$ cat config.mk
export PLATFORM = sky130hd
export DESIGN_NAME = yin_div
export DESIGN_NICKNAME = d
export VERILOG_FILES = /design/src/design/yin_pkg.sv /design/src/design/yin_div.sv
export SDC_FILE = /design/constraint.sdc
export NUM_CORES = 1
export LEC_CHECK = 0
export BUFFER_PORTS_ARGS = -buffer_cell sky130_fd_sc_hd__buf_2
export CAP_MARGIN = 20
export CORE_MARGIN = 1
export CORE_UTILIZATION = 55
export DETAILED_ROUTE_END_ITERATION = 6
export PLACE_DENSITY = 0.77
export RECOVER_POWER = 100
export REMOVE_ABC_BUFFERS = 1
export SLEW_MARGIN = 20
export SYNTH_ARGS = -nofsm -noshare
export SYNTH_HDL_FRONTEND = slang
export SYNTH_SLANG_ARGS = --single-unit
$ cat constraint.sdc
create_clock -name aclk -period 3.6 [get_ports aclk]
set_input_delay 0.72 -clock aclk [delete_from_list [all_inputs] [get_ports aclk]]
set_output_delay 0.72 -clock aclk [all_outputs]
set_load 0.01 [all_outputs]
$ cat src/design/yin_pkg.sv
`timescale 1ns / 1ps
// ----------------------------------------------------------------------------
// YIN pitch detector package
// Shared constants, payload types and status structs for the pitch detector.
// ----------------------------------------------------------------------------
package yin_pkg;

    localparam int SAMPLE_BITS      = 16;
    localparam int WINDOW_DEPTH_DEF = 4096;
    localparam int MAX_LAG_DEF      = 512;

    localparam int SQ_W      = 2 * SAMPLE_BITS;
    localparam int D_W       = 48;
    localparam int DN_W      = 18;
    localparam int DIV_QB    = 18;
    localparam int DIV_DW    = 48;
    localparam int LAG_OUT_W = 11;
    localparam int CFG_W     = 17;
    localparam int CFG_AW    = 3;

    localparam logic [DN_W-1:0] DN_ONE  = 18'd65536;
    localparam logic [DN_W-1:0] DN_CAP  = 18'h3FFFF;
    localparam logic [D_W-1:0]  SUM_CAP = {D_W{1'b1}};

    localparam logic [15:0] THRESHOLD_RST = 16'd6554;
    localparam logic [9:0]  MIN_LAG_RST   = 10'd16;
    localparam logic [16:0] RATE_RST      = 17'd16000;
    localparam logic [11:0] MIN_PITCH_RST = 12'd50;
    localparam logic [11:0] MAX_PITCH_RST = 12'd1000;

    typedef enum logic [CFG_AW-1:0] {
        REG_THRESHOLD   = 3'd0,
        REG_MIN_LAG     = 3'd1,
        REG_SAMPLE_RATE = 3'd2,
        REG_MIN_PITCH   = 3'd3,
        REG_MAX_PITCH   = 3'd4
    } cfg_reg_t;

    typedef logic signed [SAMPLE_BITS-1:0] sample_t;

    typedef struct packed {
        logic signed [15:0] sample;
        logic               last;
    } yin_in_t;

    typedef struct packed {
        logic        voiced;
        logic [15:0] pitch_hz_q4;
        logic [10:0] chosen_lag;
    } yin_out_t;

    typedef struct packed {
        logic clear;
        logic bus_valid;
        logic unload;
    } yin_cell_ctrl_t;

    typedef struct packed {
        logic busy;
        logic done;
        logic ovf;
    } yin_div_stat_t;

endpackage

$ cat src/design/yin_div.sv
`timescale 1ns / 1ps
// ----------------------------------------------------------------------------
// YIN serial divider
// Restoring divider giving one quotient bit per cycle; flags quotients that
// do not fit in the quotient width.
// ----------------------------------------------------------------------------
module yin_div #(
    parameter int NW = 69,
    parameter int DW = 48
) (
    input  logic                        aclk,
    input  logic                        aresetn,
    input  logic                        start,
    input  logic [NW-1:0]               num,
    input  logic [DW-1:0]               den,
    output logic [yin_pkg::DIV_QB-1:0]  quo,
    output yin_pkg::yin_div_stat_t      stat
);
    import yin_pkg::*;

    localparam int HW    = NW - DIV_QB;
    localparam int CW    = (HW > DW) ? HW : DW;
    localparam int CNT_W = $clog2(DIV_QB + 1);

    logic              busy_reg;
    logic              done_reg;
    logic              ovf_reg;
    logic [CNT_W-1:0]  cnt_reg;
    logic [DW-1:0]     rem_reg;
    logic [DW-1:0]     den_reg;
    logic [DIV_QB-1:0] low_reg;
    logic [DIV_QB-1:0] quo_reg;
    logic [HW-1:0]     high;
    logic              ovf_now;
    logic [DW:0]       trial;
    logic [DW:0]       trial_sub;
    logic              ge;

    assign high      = num[NW-1:DIV_QB];
    assign ovf_now   = CW'(high) >= CW'(den);
    assign trial     = {rem_reg, low_reg[DIV_QB-1]};
    assign trial_sub = trial - {1'b0, den_reg};
    assign ge        = trial >= {1'b0, den_reg};

    always_ff @(posedge aclk) begin
        if (!aresetn) begin
            busy_reg <= 1'b0;
            done_reg <= 1'b0;
            ovf_reg  <= 1'b0;
            cnt_reg  <= '0;
        end else begin
            done_reg <= 1'b0;
            if (start) begin
                ovf_reg <= ovf_now;
                if (ovf_now) begin
                    done_reg <= 1'b1;
                end else begin
                    busy_reg <= 1'b1;
                    cnt_reg  <= CNT_W'(DIV_QB);
                end
            end else if (busy_reg) begin
                cnt_reg <= cnt_reg - 1'b1;
                if (cnt_reg == CNT_W'(1)) begin
                    busy_reg <= 1'b0;
                    done_reg <= 1'b1;
                end
            end
        end
    end

    always_ff @(posedge aclk) begin
        if (start) begin
            rem_reg <= DW'(high);
            den_reg <= den;
            low_reg <= num[DIV_QB-1:0];
        end else if (busy_reg) begin
            rem_reg <= ge ? trial_sub[DW-1:0] : trial[DW-1:0];
            low_reg <= {low_reg[DIV_QB-2:0], 1'b0};
            quo_reg <= {quo_reg[DIV_QB-2:0], ge};
        end
    end

    assign quo       = quo_reg;
    assign stat.busy = busy_reg;
    assign stat.done = done_reg;
    assign stat.ovf  = ovf_reg;
endmodule

Yosys cells after proc, flatten, opt, wreduce, memory -nomap -nowiden

Cells that the tools add are included.

Register bits: 140
Input port bits: 120
Bits in latches: 0
RAM bits: 0
ROM bits: 0
Memories kept: 0
Word-level logic and storage cells: 34
Output and inout bits: 21

Reduce and logical (&&, ||, !) cells: 3
Eq/ne operators: 2
Add/subtract/negate cells: 2
Divide/modulo/power cells: 0
Bitwise gates (word level): 1
$lt $le $gt $ge: 2
Shift-type cells: 0
Muxes and demuxes: 16
Multiply operators: 0

Operators with widths:

| cell                                                | number |
|---|---|
| two-way mux 48 bit                                  | 3 |
| greater-or-equal comparator 51 x 48 -> 1 bit        | 1 |
| greater-or-equal comparator 49 x 48 -> 1 bit        | 1 |
| subtractor 48 bit                                   | 1 |
| two-way mux 18 bit                                  | 2 |
| two-way mux 5 bit                                   | 3 |
| two-way mux 1 bit                                   | 8 |
| equality test 5 x 1 -> 1 bit, second input constant | 1 |
| subtractor 5 x 1 -> 5 bit, second input constant    | 1 |
| AND reduction 2 bit                                 | 2 |
| != test 2 bit, second input constant                | 1 |
| nonzero test 2 bit                                  | 1 |
| inverter 1 bit                                      | 1 |

Depth between registers and ports, before layout

Word-level depth: 4
Mapped depth: 14
Mapped depth without buffers: 13

Least setup slack after synthesis

OpenSTA, ideal clock, no wires.

Path kind: register to register
Start: register low_reg[17]
End: register rem_reg[44] (data pin)
Setup time: 0.262 ns
Path slack: 0.647 ns
Data arrival time: 2.690 ns
Cell stages (with the launch flop): 14
Required time: 3.338 ns
Period minus slack after synthesis: 2.953 ns
Path buffers: 0
Path through: edfxtp_1 inv_1 ha_1 inv_1 fa_1 a21oi_1 o22ai_1 nor4_2 nor4_4 o2111ai_2 a21oi_1 o41ai_1 xor2_1 o31ai_1

Word-level cells in the longest chain between the ends: 4
Elaborated cells on any way between the ends: 5
Those cells by class: add/sub (1); order compare (1); mux (3)

Ends and longest elaborated chain:

| element                                                                                  | line                         | text |
|---|---|---|
| start: declaration                                                                       | yin_div.sv:31                | `logic [DIV_QB-1:0] low_reg;` |
| start signal: assignment                                                                 | yin_div.sv:75                | `low_reg <= num[DIV_QB-1:0];` |
| start signal: assignment                                                                 | yin_div.sv:78                | `low_reg <= {low_reg[DIV_QB-2:0], 1'b0};` |
| subtractor 48 bit / greater-or-equal comparator 49 x 48 -> 1 bit (equally long branches) | yin_div.sv:42, yin_div.sv:43 |  |
| two-way mux 48 bit (*)                                                                   | yin_div.sv:77                | `rem_reg <= ge ? trial_sub[DW-1:0] : trial[DW-1:0];` |
| two-way mux 48 bit (*)                                                                   | yin_div.sv:76                | `end else if (busy_reg) begin` |
| two-way mux 48 bit (*)                                                                   | yin_div.sv:72                | `if (start) begin` |
| end signal: assignment                                                                   | yin_div.sv:73                | `rem_reg <= DW'(high);` |
| end signal: assignment                                                                   | yin_div.sv:77                |  |
| end: declaration                                                                         | yin_div.sv:29                | `logic [DW-1:0] rem_reg;` |

Mark *: on every way between the ends. The rest lies on a longest branch, timed or not. The select of a mux whose other input is x is not followed.
A chain may end at the register's enable or synchronous reset.

Final worst setup path

Start: register rem_reg[0]
End: register rem_reg[45] (data pin)

Word-level cells in the longest chain between the ends: 4
Elaborated cells on any way between the ends: 5
Those cells by class: add/sub (1); order compare (1); mux (3)

Ends and longest elaborated chain:

| element                                                                                  | line |
|---|---|
| subtractor 48 bit / greater-or-equal comparator 49 x 48 -> 1 bit (equally long branches) | yin_div.sv:42, yin_div.sv:43 |
| two-way mux 48 bit (*)                                                                   | yin_div.sv:77 |
| two-way mux 48 bit (*)                                                                   | yin_div.sv:76 |
| two-way mux 48 bit (*)                                                                   | yin_div.sv:72 |

Marked as above.

==> impl_metrics.tcl <==
set metrics [dict create \
    final_net_count 1351 \
    layout-drive-gt1-share 0.152 \
    finalHoldViolations 0 \
    area.growth.synth_to_final_pct 14.9 \
    synth_top_family_by_area "compound AO/OA/AOI/OAI gates" \
    critical_path.endpoint_type "register" \
    first_pass_iters 5 \
    synthesis.yosys.warnings 0 \
    cts_tree "built" \
    most-common-layout-cells "edfxtp_1, inv_1, ha_1, buf_2, a21oi_1" \
    placedCellCount 1338 \
    hold_class "register to register" \
    setup_repair_after_global_routing_missed_its_margin "false" \
    drt_wl_total_um 23500 \
    worstSetupPathType "register to register" \
    yosys.area_share.adder 0.126 \
    numCtsBuffers 17 \
    postSynthRegisterBits 140 \
    die_x_um 136 \
    design.core.area_um2 17400 \
    global_route.usage.total 0.265 \
    cts-root-buf "clkbuf_16" \
    leakage_power_summed_over_all_cells_nw 5.03 \
    antenna_found_initial 0 \
    cts_hold_repair.buffers 0 \
    yosysTopAreaCellShare 0.402 \
    worstPathMaxFanout 24 \
    min_period_ns 3.36 \
    remaining_drc_errors 0 \
    die_h_um 136 \
    postSynth.asyncResetShare 0 \
    clk-insertion-delay-late_ns 0.43 \
    post-cts-setup-buffers 0 \
    fin_setup_tns_ns 0 \
    synth.top_cells.by_area "edfxtp_1, ha_1, inv_1, a21oi_1, a21o_1" \
    grt_max_degree 71 \
    synth_simple_gate_area_frac 0.128 \
    antenna-diode-count 0 \
    max_clock_freq_mhz 298 \
    critical_path_arrival_ns 3.53 \
    final_cells 1369 \
    overflow 0 \
    yosys-mux-area-fraction 0.0408 \
    ys_seq_area_frac 0.418 \
    cts_repair_resized_insts 0 \
    fraction_of_the_mapped_netlist_area_in_compound_gates 0.195 \
    setup_failing_eps_final 0 \
    route.antenna.remaining_nets 0 \
    final.fill_count 1469 \
    half_perimeter_wire_length_after_detailed_placement_um 17300 \
    slew_of_the_pin_with_the_lowest_slew_margin_ns 2.20 \
    maximum_buffer_depth_of_the_clock_tree 2 \
    floorplan.die_area_um2 18500 \
    routed_wire_per_std_cell_um 17.2 \
    place_worst_setup_slack_ns 0.258 \
    synth.cell_area_um2 9870 \
    final_max_tran_viols 183 \
    worst_setup_hold_path_clk_slew_ns 0.06 \
    floorplan_row_count 48 \
    timing.slew.headroom -0.464 \
    via_per_inst 5.88 \
    p_per_area_nw_per_um2 516 \
    first_global_vias 8003 \
    run_status "complete, but fails checks" \
    netlist_instances 997 \
    gpl.final_weighted_congestion 0.879 \
    crit_path_start_kind "register" \
    synth_top_flop_cell "edfxtp_1" \
    synth_xor_area_frac 0.0293 \
    avgSynthCellArea_um2 9.90 \
    h-tree-depth 4 \
    max_cap_violations 3 \
    final_min_period_over_clock_period 0.933 \
    io_buffers 140 \
    initial_core_util 0.567 \
    vias 8055 \
    max-vdd-ir-drop_mv 0.357 \
    violations "max-capacitance violations, max-slew violations" \
    most_common_cell_after_layout_fill_and_taps_aside "edfxtp_1" \
    worst_clock_skew_ns 0.00926 \
    floorplan.io_pins 141 \
    final.setup.worst_slack_ns 0.240 \
    initialDrtViolationCount 610 \
    grt_pass1_wl_um 38300 \
    yosysUniqueCellTypes 83 \
    worst-endpoint-required_ns 3.77 \
    synth_enable_flop_cells 132 \
    yosys.area.top_type "edfxtp_1" \
    clock-sinks 140 \
]
## kinds of logic (layout without fill, tap and decap cells)
group | count (synthesis) | count (layout)
flip-flops | 140 | 140
multiplexers | 38 | 38
AND/OR/NAND/NOR | 251 | 251
buffers and inverters | 152 | 299
XOR/XNOR | 33 | 33
adder cells (fa/ha/maj) | 99 | 99
AO/OA/AOI/OAI | 284 | 284
## area by class of cell
| cell class | instances | area [um2] | area share |
|---|---|---|---|
| timing repair buffer | 149 | 733 | 0.0646 |
| clock inverter | 14 | 194 | 0.0171 |
| clock buffer | 17 | 425 | 0.0375 |
| sequential | 140 | 4120 | 0.364 |
| tap | 225 | 282 | 0.0248 |
| multi-input combinational | 705 | 5140 | 0.453 |
| inverter | 119 | 447 | 0.0394 |
## worst paths after layout
check	from	endpoint	slack (ns)	cells past startpoint
setup / recovery	rem_reg[0]	rem_reg[45]	0.24	11
hold / removal	quo[14]	quo[15]	0.45	0
setup reg to reg	rem_reg[0]	rem_reg[45]	0.24	11
hold reg to reg	quo[14]	quo[15]	0.45	0
## Yosys cell counts, types with 12 or more instances
cell type,n
a21o_1,42
a21oi_1,86
a31oi_1,22
and3_1,13
buf_2,12
clkbuf_1,13
edfxtp_1,132
ha_1,98
inv_1,118
mux2_2,18
mux2i_1,20
nand2_1,59
nand3_1,16
nand4_1,21
nor2_1,69
nor3_1,23
o21ai_0,49
xnor2_1,17
xor2_1,16
## layer usage
metal / routed length, um / share of wire / vias to the layer above / GRT usage
met5: 0 / 0 / - / 0
met4: 231 / 0.0098 / 0 / 0.0605
met3: 1280 / 0.055 / 18 / 0.0556
met2: 11900 / 0.50 / 225 / 0.473
met1: 10100 / 0.43 / 3858 / 0.325
li1: - / - / 3954 / -
## power breakdown
part | internal (W) | switching, W
logic | 0.000793 | 0.00110
clock network | 0.00116 | 0.000734
registers | 0.00199 | 0.0000786
total | 0.00394 | 0.00191
## per-stage QoR
| stage | power, W | area, um2 | hold WS (ns) | util |
|---|---|---|---|---|
| after floorplan | 0.00344 | 9700 | 0.499 | - |
| after global placement | 0.00392 | 10800 | 0.425 | 0.620 |
| after detailed placement | 0.00396 | 10800 | 0.430 | 0.620 |
| after CTS | 0.00586 | 11400 | 0.446 | 0.655 |
| after global routing | 0.00615 | 11300 | 0.459 | 0.651 |
| final | 0.00585 | 11300 | 0.448 | 0.651 |
## worst max-delay path: stages (launching register included)
cell	delay [ns]
edfxtp_1	0.44
ha_1	0.33
nor2b_1	0.18
o31ai_2	0.26
a211oi_2	0.15
o21a_1	0.23
o2111ai_1	0.31
a21oi_4	0.17
nor2_4	0.32
buf_12	0.23
nor2_1	0.09
a221o_1	0.39
(Power assumes the default switching activity.)
