==> src/design/yin_pkg.sv <==
`timescale 1ns / 1ps
// ----------------------------------------------------------------------------
// YIN pitch detector package
// Shared constants, payload types and status structs for the pitch detector.
// ----------------------------------------------------------------------------
package yin_pkg;

    localparam int SAMPLE_BITS      = 16;
    localparam int WINDOW_DEPTH_DEF = 4096;
    localparam int MAX_LAG_DEF      = 512;

    localparam int SQ_W      = 2 * SAMPLE_BITS;
    localparam int D_W       = 48;
    localparam int DN_W      = 18;
    localparam int DIV_QB    = 18;
    localparam int DIV_DW    = 48;
    localparam int LAG_OUT_W = 11;
    localparam int CFG_W     = 17;
    localparam int CFG_AW    = 3;

    localparam logic [DN_W-1:0] DN_ONE  = 18'd65536;
    localparam logic [DN_W-1:0] DN_CAP  = 18'h3FFFF;
    localparam logic [D_W-1:0]  SUM_CAP = {D_W{1'b1}};

    localparam logic [15:0] THRESHOLD_RST = 16'd6554;
    localparam logic [9:0]  MIN_LAG_RST   = 10'd16;
    localparam logic [16:0] RATE_RST      = 17'd16000;
    localparam logic [11:0] MIN_PITCH_RST = 12'd50;
    localparam logic [11:0] MAX_PITCH_RST = 12'd1000;

    typedef enum logic [CFG_AW-1:0] {
        REG_THRESHOLD   = 3'd0,
        REG_MIN_LAG     = 3'd1,
        REG_SAMPLE_RATE = 3'd2,
        REG_MIN_PITCH   = 3'd3,
        REG_MAX_PITCH   = 3'd4
    } cfg_reg_t;

    typedef logic signed [SAMPLE_BITS-1:0] sample_t;

    typedef struct packed {
        logic signed [15:0] sample;
        logic               last;
    } yin_in_t;

    typedef struct packed {
        logic        voiced;
        logic [15:0] pitch_hz_q4;
        logic [10:0] chosen_lag;
    } yin_out_t;

    typedef struct packed {
        logic clear;
        logic bus_valid;
        logic unload;
    } yin_cell_ctrl_t;

    typedef struct packed {
        logic busy;
        logic done;
        logic ovf;
    } yin_div_stat_t;

endpackage

==> src/design/yin_cell.sv <==
`timescale 1ns / 1ps
// ----------------------------------------------------------------------------
// YIN difference cell
// Holds one delayed sample and accumulates the squared difference for one lag;
// the accumulators shift toward the head of the chain for readout.
// ----------------------------------------------------------------------------
module yin_cell (
    input  logic                     aclk,
    input  logic                     aresetn,
    input  yin_pkg::yin_cell_ctrl_t  ctrl,
    input  yin_pkg::sample_t         x_bus,
    input  yin_pkg::sample_t         tap_in,
    input  logic                     tap_valid_in,
    output yin_pkg::sample_t         tap_out,
    output logic                     tap_valid_out,
    input  logic [yin_pkg::D_W-1:0]  acc_in,
    output logic [yin_pkg::D_W-1:0]  acc_out
);
    import yin_pkg::*;

    sample_t                   tap_reg;
    logic                      tap_valid_reg;
    logic                      prod_valid_reg;
    logic [SQ_W-1:0]           sq_reg;
    logic [D_W-1:0]            acc_reg;
    logic signed [SAMPLE_BITS:0]   diff;
    logic signed [2*SAMPLE_BITS+1:0] prod;

    assign diff = (SAMPLE_BITS+1)'(x_bus) - (SAMPLE_BITS+1)'(tap_reg);
    assign prod = diff * diff;

    always_ff @(posedge aclk) begin
        if (!aresetn) begin
            tap_valid_reg  <= 1'b0;
            prod_valid_reg <= 1'b0;
        end else if (ctrl.clear) begin
            tap_valid_reg  <= 1'b0;
            prod_valid_reg <= 1'b0;
        end else begin
            if (ctrl.bus_valid) begin
                tap_valid_reg <= tap_valid_in;
            end
            prod_valid_reg <= ctrl.bus_valid & tap_valid_reg;
        end
    end

    always_ff @(posedge aclk) begin
        if (ctrl.bus_valid) begin
            tap_reg <= tap_in;
        end
        sq_reg <= prod[SQ_W-1:0];
        if (ctrl.clear) begin
            acc_reg <= '0;
        end else if (ctrl.unload) begin
            acc_reg <= acc_in;
        end else if (prod_valid_reg) begin
            acc_reg <= acc_reg + D_W'(sq_reg);
        end
    end

    assign tap_out       = tap_reg;
    assign tap_valid_out = tap_valid_reg;
    assign acc_out       = acc_reg;
endmodule

==> config.mk <==
export PLATFORM = sky130hd
export DESIGN_NAME = yin_cell
export DESIGN_NICKNAME = d
export VERILOG_FILES = /design/src/design/yin_pkg.sv /design/src/design/yin_cell.sv
export SDC_FILE = /design/constraint.sdc
export NUM_CORES = 1
export LEC_CHECK = 0
export ABC_AREA = 1
export BUFFER_PORTS_ARGS = -buffer_cell sky130_fd_sc_hd__buf_4
export CORE_ASPECT_RATIO = 1.1
export CORE_MARGIN = 10
export CORE_UTILIZATION = 50
export DETAILED_ROUTE_END_ITERATION = 12
export PLACE_DENSITY = 0.69
export SYNTH_ARGS = -nofsm -noshare
export SYNTH_HDL_FRONTEND = slang
export SYNTH_SLANG_ARGS = --single-unit
==> constraint.sdc <==
create_clock -name aclk -period 8.46 [get_ports aclk]
set_input_delay 0.423 -clock aclk [delete_from_list [all_inputs] [get_ports aclk]]
set_output_delay 0.423 -clock aclk [all_outputs]
set_load 0.05 [all_outputs]
After elaboration in Yosys (flattened, before gate mapping) --
Index checks and enable logic that the tools add are counted.
Cells by class: add/subtract/negate cells 2, $mul 1, divide/modulo/power cells 0, order comparisons 0, equality and inequality tests 0, shift operators 0, mux-type cells 2, bitwise operators 2, reduce and logical (&&, ||, !) cells 2
Operators with widths (number):
- $mux W48 | 2
- $add A48 B32 Y48 | 1
- $mul A17 B17 Y32 | 1
- $sub A16 B16 Y17 | 1
- $reduce_bool A2 Y1 | 1
- $reduce_or A2 Y1 | 1
- $and A1 B1 Y1 | 1
- $not A1 Y1 | 1
Storage, ports and cells: bits in registers 98, latch bits 0, memory bits (writable) 0, ROM bits 0, bits of input ports 86, logic and storage cells 14, memories 0

Longest topological paths before layout --
Gate-level depths: netlist of run 1.
word-level depth 3, depth in mapped cells 36, gate-level depth less buffers 35

Worst setup path before layout of run 1 --
OpenSTA, ideal clock, no wires.
path type reg2reg, from register tap_reg[0] (netlist: tap_out[0]), to register sq_reg[25], arrival time 6883 ps, data required time 8341 ps, setup slack 1458 ps, cell stages (with the launch flop) 32, path buffers 1, cell sequence edfxtp_1 > ha_1 > fa_1 > nand3b_1 > nand2_1 > nand2_1 > nand2_2 > a21oi_4 > o21ai_2 > xor2_2 > buf_6 > nand2_1 > fa_1 > inv_1 > fa_1 > inv_1 > fa_1 > inv_1 > fa_1 > fa_1 > inv_1 > fa_1 > inv_1 > ha_1 > nand2_1 > inv_1 > nand2_1 > nor3_1 > nand4_1 > nand3_1 > a21oi_1 > xnor2_1
On the way: longest elaborated chain between the ends 2
RTL lines:
- from (decl) | RTL line yin_cell.sv:21 | sample_t tap_reg;
- from (signal assigned) | RTL line yin_cell.sv:49 | tap_reg <= tap_in;
- $sub A16 B16 Y17 | RTL line yin_cell.sv:29 | assign diff = (SAMPLE_BITS+1)'(x_bus) - (SAMPLE_BITS+1)'(tap_reg);
- $mul A17 B17 Y32 | RTL line yin_cell.sv:30 | assign prod = diff * diff;
- net prod[25] | RTL line yin_cell.sv:27 | logic signed [2*SAMPLE_BITS+1:0] prod;
- to (signal assigned) | RTL line yin_cell.sv:51 | sq_reg <= prod[SQ_W-1:0];
- to (decl) | RTL line yin_cell.sv:24 | logic [SQ_W-1:0] sq_reg;
The timed path passes the listed nets, and every way through them passes these cells. A chain may end at the register's enable or synchronous reset.

Worst setup path in the final report of run 1 --
from register tap_reg[0] (netlist: tap_out[0]), to register sq_reg[29]
Same word-level chain as after synthesis.

==> results of run 1 <==
[placed cells by master (no fill, tap or decap), drive strengths merged]
cell / count
a21boi: 1
dfxtp: 81
nor3: 18
xnor2: 16
inv: 553
nor2: 199
buf: 164
a31oi: 14
o2111ai: 1
a211oi: 3
nand2b: 3
nand3b: 7
o21a: 2
clkbuf: 11
o21bai: 5
nor4: 3
clkinv: 6
fa: 259
a21oi: 120
xor2: 35
a22oi: 36
ha: 125
or2: 3
nand4: 25
nand2: 564
nand3: 93
edfxtp: 16
and3: 2
a21o: 6
o211ai: 3
o21ai: 43
[layer usage]
metal / part of all wire, % / routed length (um)
met2: 51 / 24500
met3: 6.1 / 2950
met1: 39 / 18600
met5: 0 / 0
met4: 4.5 / 2190
[Yosys cell counts]
library cell	n
a211oi_1	3
a21boi_0	1
a21o_1	6
a21oi_1	119
a21oi_4	1
a22oi_1	36
a31oi_1	14
and3_1	2
buf_1	4
buf_2	8
buf_4	2
buf_6	2
clkbuf_1	21
clkinv_1	3
dfxtp_1	81
edfxtp_1	16
fa_1	259
ha_1	125
inv_1	550
inv_2	3
nand2_1	559
nand2_2	4
nand2_4	1
nand2b_1	3
nand3_1	93
nand3b_1	7
nand4_1	25
nor2_1	193
nor2_2	5
nor2_4	1
nor3_1	18
nor4_1	3
o2111ai_1	1
o211ai_1	3
o21a_1	2
o21ai_0	41
o21ai_2	2
o21bai_1	5
or2_1	2
or2_2	1
xnor2_1	16
xor2_1	31
xor2_2	2
xor2_4	2
[worst min-delay path by stage]
stage | start | end | cells after the start
after floorplan | tap_in[0] | tap_out[0] | 0
after global placement | tap_valid_out | prod_valid_reg | 2
after detailed placement | tap_valid_out | prod_valid_reg | 2
after CTS | tap_in[11] | tap_out[11] | 1
after global routing | tap_in[13] | tap_out[13] | 1
final | tap_in[14] | tap_out[14] | 1
[stage by stage]
step	hold slack, ns	area, sq um	setup WS (ns)
2_1_floorplan	0.522	16700	1.46
3_3_place_gp	0.457	18300	0.716
3_5_place_dp	0.466	18300	0.701
4_1_cts	0.199	18600	0.825
5_1_grt	0.208	18600	0.307
6_report	0.208	18600	0.787
[area by class of cell]
| type | count | area, sq um |
|---|---|---|
| Sequential cell | 97 | 2100 |
| Clock buffer | 11 | 243 |
| Inverter | 556 | 2090 |
| Multi-Input combinational cell | 1586 | 12300 |
| Clock inverter | 3 | 18.8 |
| Timing Repair Buffer | 164 | 1230 |
| Tap cell | 432 | 541 |
| Fill cell | 3222 | 14500 |
[logic make-up after synthesis]
family	share of synthesized area, %
AO/OA/AOI/OAI	8.09
flip-flops	12.6
buffers and inverters	13.5
adder cells (fa/ha/maj)	40.4
XOR/XNOR	2.99
AND/OR/NAND/NOR	22.4
[worst max-delay path, cell delays in order (launching register included)]
cell	delay (ns)
edfxtp_1	0.40
ha_1	0.24
fa_1	0.41
nand3b_1	0.17
nand2_1	0.14
nand3_1	0.08
nand2_1	0.11
nand2_1	0.10
nand2_1	0.10
nand2_1	0.06
nand2_2	0.38
nor2_1	0.19
fa_1	0.65
inv_1	0.17
fa_1	0.78
inv_1	0.18
fa_1	0.44
fa_1	0.52
fa_1	0.56
fa_1	0.42
ha_1	0.37
nand2_1	0.10
nor2_1	0.39
nand2_1	0.09
or2_2	0.31
nand3_1	0.10
xor2_1	0.14
==> flow_summary.ini, run 1 <==
[floorplanning]
core_area_sq_um = 33100
die_w_um = 194
rows = 70
dieArea_sq_um = 41100
io_pins = 151
initial_utilization_pct = 50.4
die_h_um = 212

[sta]
finalCriticalPeriod_ns = 7.67
finalSetupViolCount = 0
fin_crit_sh_pct = 90.7
slew-limit-headroom_pct = 30.5
tns_ns = 0
worst_pin_slew_ns = 1.04
hold_viol_final = 0
rsz0062_at_grt = false
skew_ns = 0.0136
finalMaxSlewViolations = 0
max_freq_mhz = 130

[grt]
use_met1_pct = 26.6
grt_busiest_layer = met2
antenna_found_initial = 0
grtUsageMet3_pct = 4.40
grt_pass1_vias = 15800
gr-usage-met2_pct = 44.2
globalRouteOverflowTotal = 0
gr-usage-all-layers_pct = 24.1
grt_pass1_wl_um = 80000
grt_max_degree = 51

[place]
hpwl_um = 42300
place.port_buffers = 150
place.gp.congestion = 0.989
numPlacedInstances = 2835

[cells_and_area]
fin_util_pct = 56.1
synthToLayoutAreaGrowth_pct = 11.2
drive_gt1_share_pct = 8.32
largest_register_ffs = 48
antenna_cells = 0
final_cells = 2849
nNetsFinal = 2884

[cts]
post_cts_buffers = 0
cts.clk_slew.worst_paths_ns = 0.08
cts_tree = yes
clk_latency_ns = 0.39
cts.path.max_buffers = 2
cts.repair.resized = 0
clockRootBuffer = clkbuf_16
tritoncts.num_buffers = 9
cts_hold_buf = 0
clock-sinks = 97
cts_htree_levels = 3

[routing]
viasPerCell = 5.16
vias = 14700
wl_per_cell_um = 16.9
drt-initial-drc-count = 957
drc_errors = 0
dr.pass1.iters = 7
wl_um = 48200
ant_nets = 0

[yosys]
yosys_register_bits = 97
synth.yosys.seq_area_share_pct = 12.6
syn-cell-area_sq_um = 16700
syn_area_per_cell_sq_um = 7.34
yosysUniqueCellTypes = 44
yosys_warnings = 0
synth_area_leaders = fa_1 31%, nand2_1 13%, inv_1 12%, dfxtp_1 9.7%, ha_1 9.4%
synth_top_area_share_pct = 31.1
syn-num-nets = 2746
syn_inst = 2276
synth_top_area_cell = fa_1

[worst_setup_path]
endpoint = sq_reg[29]
r2r.worst_path.cells = 26
end_kind = register
critPathMaxFanout = 25
setup.worst_path.start = tap_out[0]
r2r_slack_ns = 0.79
worstReg2RegEnd = sq_reg[29]
r2r_start = tap_out[0]
criticalPathCategory = register to register
crit_required_ns = 8.78
worstPathArrival_ns = 7.99
start_kind = register

[hold_path]
hp-class = input pin to register

[job]
max_cap_violations = 0

[run_status]
status = complete, no violations
Power of run 1 is left out: the tool's default activity adds up to more than one toggle a clock period on the data nets, which glitch-free logic cannot reach.
==> inputs of run 2 (changes only) <==
--- a/config.mk
+++ b/config.mk
@@ -5,13 +5,12 @@
 export SDC_FILE = /design/constraint.sdc
 export NUM_CORES = 1
 export LEC_CHECK = 0
-export ABC_AREA = 1
 export BUFFER_PORTS_ARGS = -buffer_cell sky130_fd_sc_hd__buf_4
 export CORE_ASPECT_RATIO = 1.1
 export CORE_MARGIN = 10
-export CORE_UTILIZATION = 50
+export CORE_UTILIZATION = 56
 export DETAILED_ROUTE_END_ITERATION = 12
-export PLACE_DENSITY = 0.69
+export PLACE_DENSITY = 0.76
 export SYNTH_ARGS = -nofsm -noshare
 export SYNTH_HDL_FRONTEND = slang
 export SYNTH_SLANG_ARGS = --single-unit
==> run 2 against run 1 <==
Worst hold slack improved by 0.030 ns; die area decreased by 18%; first-iteration DRC count decreased by 2.5%; wire length decreased by 24%; global-route usage decreased by 1.6 points; via count decreased by 20%; non-clock buffer count increased by 28; cell count decreased by 23%.
==> flow_summary.ini, run 2 <==
[run_status]
status = complete, no violations

[grt]
grt_max_degree = 49
gr-usage-met2_pct = 39.4
antenna_found_initial = 0
use_met1_pct = 28.1
grtUsageMet3_pct = 4.50
gr-usage-all-layers_pct = 22.6
grt_busiest_layer = met2
globalRouteOverflowTotal = 0
grt_pass1_wl_um = 61600
grt_pass1_vias = 12500

[cts]
clock-sinks = 97
clockRootBuffer = clkbuf_16
cts.path.max_buffers = 2
tritoncts.num_buffers = 9
cts.clk_slew.worst_paths_ns = 0.07
cts_hold_buf = 0
cts_tree = yes
cts_htree_levels = 3
clk_latency_ns = 0.36

[yosys]
synth_top_area_cell = fa_1
synth_flop_cell = dfxtp_1
async_flop_share_pct = 0
yosys_warnings = 0
synth_edf_count = 16
yosysUniqueCellTypes = 69
netlist_top_cells_count = 349 x inv_1, 259 x fa_1, 180 x nor2_1
syn_inst = 1671
synth_most_common_cell = inv_1
synth_area_leaders = fa_1 35%, dfxtp_1 11%, ha_1 11%, inv_1 8.8%, nor2_1 4.5%
syn-cell-area_sq_um = 14900
syn-num-nets = 2141
synth.yosys.seq_area_share_pct = 14.1
syn_area_per_cell_sq_um = 8.91
yosys_register_bits = 97
synth_top_area_share_pct = 34.8

[routing]
drt-initial-drc-count = 933
dr.pass1.iters = 5
viasPerCell = 5.40
wl_um = 36900
ant_nets = 0
wl_per_cell_um = 16.9
drc_errors = 0
vias = 11800

[worst_setup_path]
max_stage_delay_ns = 0.53
cpMaxStageDelayCell = fa_1
critPathMaxFanout = 7
crit_required_ns = 8.76
end_kind = register
start_kind = register
criticalPathCategory = register to register
worstPathArrival_ns = 8.42

[sta]
hold_viol_final = 0
finalMaxSlewViolations = 0
finalSetupViolCount = 0
skew_ns = 0.0126
tns_ns = 0
worst_pin_slew_ns = 1.03
fin_crit_sh_pct = 96.0
hold_slack_ns = 0.238
slew-limit-headroom_pct = 30.8
max_freq_mhz = 123
finalCriticalPeriod_ns = 8.12

[floorplanning]
core_area_sq_um = 26100
die_h_um = 191
dieArea_sq_um = 33500
io_pins = 151
rows = 62
die_w_um = 175
initial_utilization_pct = 56.9

[cells_and_area]
final_common_cell = inv_1
synthToLayoutAreaGrowth_pct = 13.7
largest_register_ffs = 48
nNetsFinal = 2296
antenna_cells = 0
layout_common_cells = 349 x inv_1, 258 x fa_1, 192 x buf_4
drive_gt1_share_pct = 13.0
fin_util_pct = 64.7
fin_area_sq_um = 16900

[place]
hpwl_um = 31000
placed_cell_area_sq_um = 16500
place.gp.congestion = 0.983
place.port_buffers = 150

[job]
max_cap_violations = 0

[hold_path]
hp-class = input pin to register
## run 2: worst paths after layout
check              startpoint     endpoint  slack, ns  cells after the start
setup / recovery   tap_out[1]   sq_reg[26]       0.34                     35
hold / removal      tap_in[8]   tap_out[8]       0.24                      1
setup reg to reg   tap_out[1]   sq_reg[26]       0.34                     35
hold reg to reg   acc_out[36]  acc_out[36]       0.54                      2
## run 2: cell families after synthesis
family	count (synthesis)	synth area share, %
DFF	97	14.1
and+or+nand+nor	411	12.2
buffers and inverters	404	10.4
AOI/OAI and AO/OA	276	12.0
xor gates and xnor gates	85	5.00
adders and majority gates	384	45.3
muxes	14	0.950
## run 2: per-layer routing
layer,part of all wire [%],vias up
met5,0,-
met4,2.0,0
met3,7.2,54
met2,49,395
met1,42,5727
li1,-,5610
## run 2: worst max-delay path, delay by kind of cell, from the launching register on
| kind | cells | cell delay [ns] |
|---|---|---|
| AND/OR/NAND/NOR | 6 | 0.81 |
| adder cells (fa/ha/maj) | 8 | 3.56 |
| AO/OA/AOI/OAI | 10 | 2.09 |
| XOR/XNOR | 1 | 0.12 |
| multiplexers | 1 | 0.28 |
| buffers and inverters | 9 | 0.78 |
| flip-flops | 1 | 0.41 |
## run 2: through the flow
step	instances	setup slack, ns
floorplan	1671	0.139
detailed placement	2159	-0.0661
CTS	2174	0.0580
global route	2182	-0.115
global placement	2159	0.0576
finish	2182	0.338
## run 2: area by class of cell
class	instances	area (sq um)
inverters	356	1340
clock inverters	6	72.6
fillers	2208	9220
multi-input cells	1170	11300
flip-flops and latches	97	2100
repair buffers	192	1440
well taps	352	440
clock buffers	9	225
## run 2: timing repair
item | CTS | global route
resized for setup | 0 | 20
buffers inserted | 0 | 8
setup endpoints to repair | 0 | 7
endpoints found under the hold margin | 0 | 0
Power of run 2 is left out for the same reason.
==> inputs of run 3 (changes only) <==
==> constraint.sdc (replaced) <==
create_clock -name aclk -period 8.05 [get_ports aclk]
set_input_delay 0.4025 -clock aclk [delete_from_list [all_inputs] [get_ports aclk]]
set_output_delay 0.4025 -clock aclk [all_outputs]
set_load 0.05 [all_outputs]
==> run 3 against run 2 <==
Critical path depth increased by 1; core utilization increased by 1.5 points; non-clock buffer count increased by 33; maximum frequency grew 3.8%; first-iteration DRC count decreased by 28%; final area up 2.3%; worst hold slack lost 0.033 ns; die area stayed put; sequential share of layout area is 0.28 points lower; cell count increased by 1.6%; worst setup slack worse by 0.11 ns; flip-flop and latch count unchanged.
==> flow_summary.ini, run 3 (synthesis results as in run 2) <==
[cts]
cts.clk_slew.worst_paths_ns = 0.08
cts_hold_buf = 0
cts_htree_levels = 3
tritoncts.num_buffers = 9
cts_tree = yes
cts.path.max_buffers = 2
clock-sinks = 97
clk_latency_ns = 0.37
clockRootBuffer = clkbuf_16

[worst_setup_path]
cpMaxStageDelayCell = fa_2
r2r.worst_path.cells = 36
end_kind = register
setup.worst_path.start = tap_out[1]
start_kind = register
max_stage_delay_ns = 0.57
endpoint = sq_reg[26]
critPathMaxFanout = 5
worstPathArrival_ns = 8.11
r2r_start = tap_out[1]
worstReg2RegEnd = sq_reg[26]
cp.depth = 36
cpMostUsedCell = inv_1
crit_family = adder cells
criticalPathCategory = register to register
r2r_slack_ns = 0.23
cp_num_buf_inv = 10
crit_required_ns = 8.34

[sta]
skew_ns = 0.0140
finalCriticalPeriod_ns = 7.82
finalSetupViolCount = 0
hold_viol_final = 0
worst_slack_ns = 0.226
finalMaxSlewViolations = 0
slew-limit-headroom_pct = 32.7
max_freq_mhz = 128
rsz0062_at_grt = true
worst_pin_slew_ns = 0.999
hold_slack_ns = 0.205
fin_crit_sh_pct = 97.2

[routing]
vias = 11900
dr.pass1.iters = 6
wl_per_cell_um = 16.7
viasPerCell = 5.37
drt-initial-drc-count = 676
wl_um = 37000
ant_nets = 0
drc_errors = 0

[cells_and_area]
antenna_cells = 0
nNetsFinal = 2329
layout_common_cells = 346 x inv_1, 257 x fa_1, 224 x buf_4
synthToLayoutAreaGrowth_pct = 16.3
final_common_cell = inv_1
largest_register_ffs = 48
fin_area_sq_um = 17300
fillers = 2187
drive_gt1_share_pct = 15.7
final_cells = 2216

[place]
placed_cell_area_sq_um = 16800
place.port_buffers = 150
dp_slack_ns = -0.167
hpwl_um = 31500
numPlacedInstances = 2196
place.gp.congestion = 0.947

[floorplanning]
initial_utilization_pct = 56.9
core_area_sq_um = 26100
rows = 62
dieArea_sq_um = 33500
die_h_um = 191
die_w_um = 175
io_pins = 151

[grt]
gr-usage-all-layers_pct = 22.8
grt_busiest_layer = met2
antenna_found_initial = 0
grt_pass1_vias = 12700
gr-usage-met2_pct = 40.0
globalRouteOverflowTotal = 0
grt_pass1_wl_um = 62100
use_met1_pct = 27.2
grt_max_degree = 49
grtUsageMet3_pct = 5.19

[hold_path]
holdPathStages = 1
hp-class = input pin to register

[job]
max_cap_violations = 0

[run_status]
status = complete, no violations
-- run 3: final cells by class --
type / instances / area, sq um / area share (%)
repair buffers: 225 / 1690 / 9.78
multi-input cells: 1170 / 11400 / 66.0
clock inverters: 6 / 77.6 / 0.448
inverters: 356 / 1340 / 7.73
flip-flops and latches: 97 / 2100 / 12.1
clock buffers: 10 / 239 / 1.38
well taps: 352 / 440 / 2.54
-- run 3: per-stage QoR --
stage,util [%],TNS (ns)
2_1_floorplan,-,0
3_3_place_gp,64.3,-0.0286
3_5_place_dp,64.3,-0.541
4_1_cts,65.5,0
5_1_grt,66.2,-0.493
6_report,66.2,0
-- run 3: worst min-delay path by stage --
stage                      from          end
finish                tap_in[6]   tap_out[6]
detailed placement  acc_out[36]  acc_out[36]
floorplan             tap_in[0]   tap_out[0]
global route          tap_in[4]   tap_out[4]
CTS                   tap_in[4]   tap_out[4]
global placement    acc_out[36]  acc_out[36]
-- run 3: worst register-to-register path, delay by kind of cell (launching register included) --
family | cells | cell delay (ns)
AO/OA/AOI/OAI | 12 | 2.29
XOR/XNOR | 1 | 0.13
buffers and inverters | 10 | 0.99
multiplexers | 1 | 0.24
flip-flops | 1 | 0.40
AND/OR/NAND/NOR | 4 | 0.36
adder cells (fa/ha/maj) | 8 | 3.35
-- run 3: routing by layer --
layer / vias up / wire (um)
li1: 5670 / -
met1: 5785 / 15400
met2: 367 / 17900
met3: 75 / 2540
met4: 0 / 1140
met5: - / 0
-- run 3: timing repair --
action                                  CTS  global route
resized for setup                         0            42
buffers inserted                          1             4
pin swaps                                 1            19
endpoints found under the setup margin    4            10
Power of run 3 is left out for the same reason.
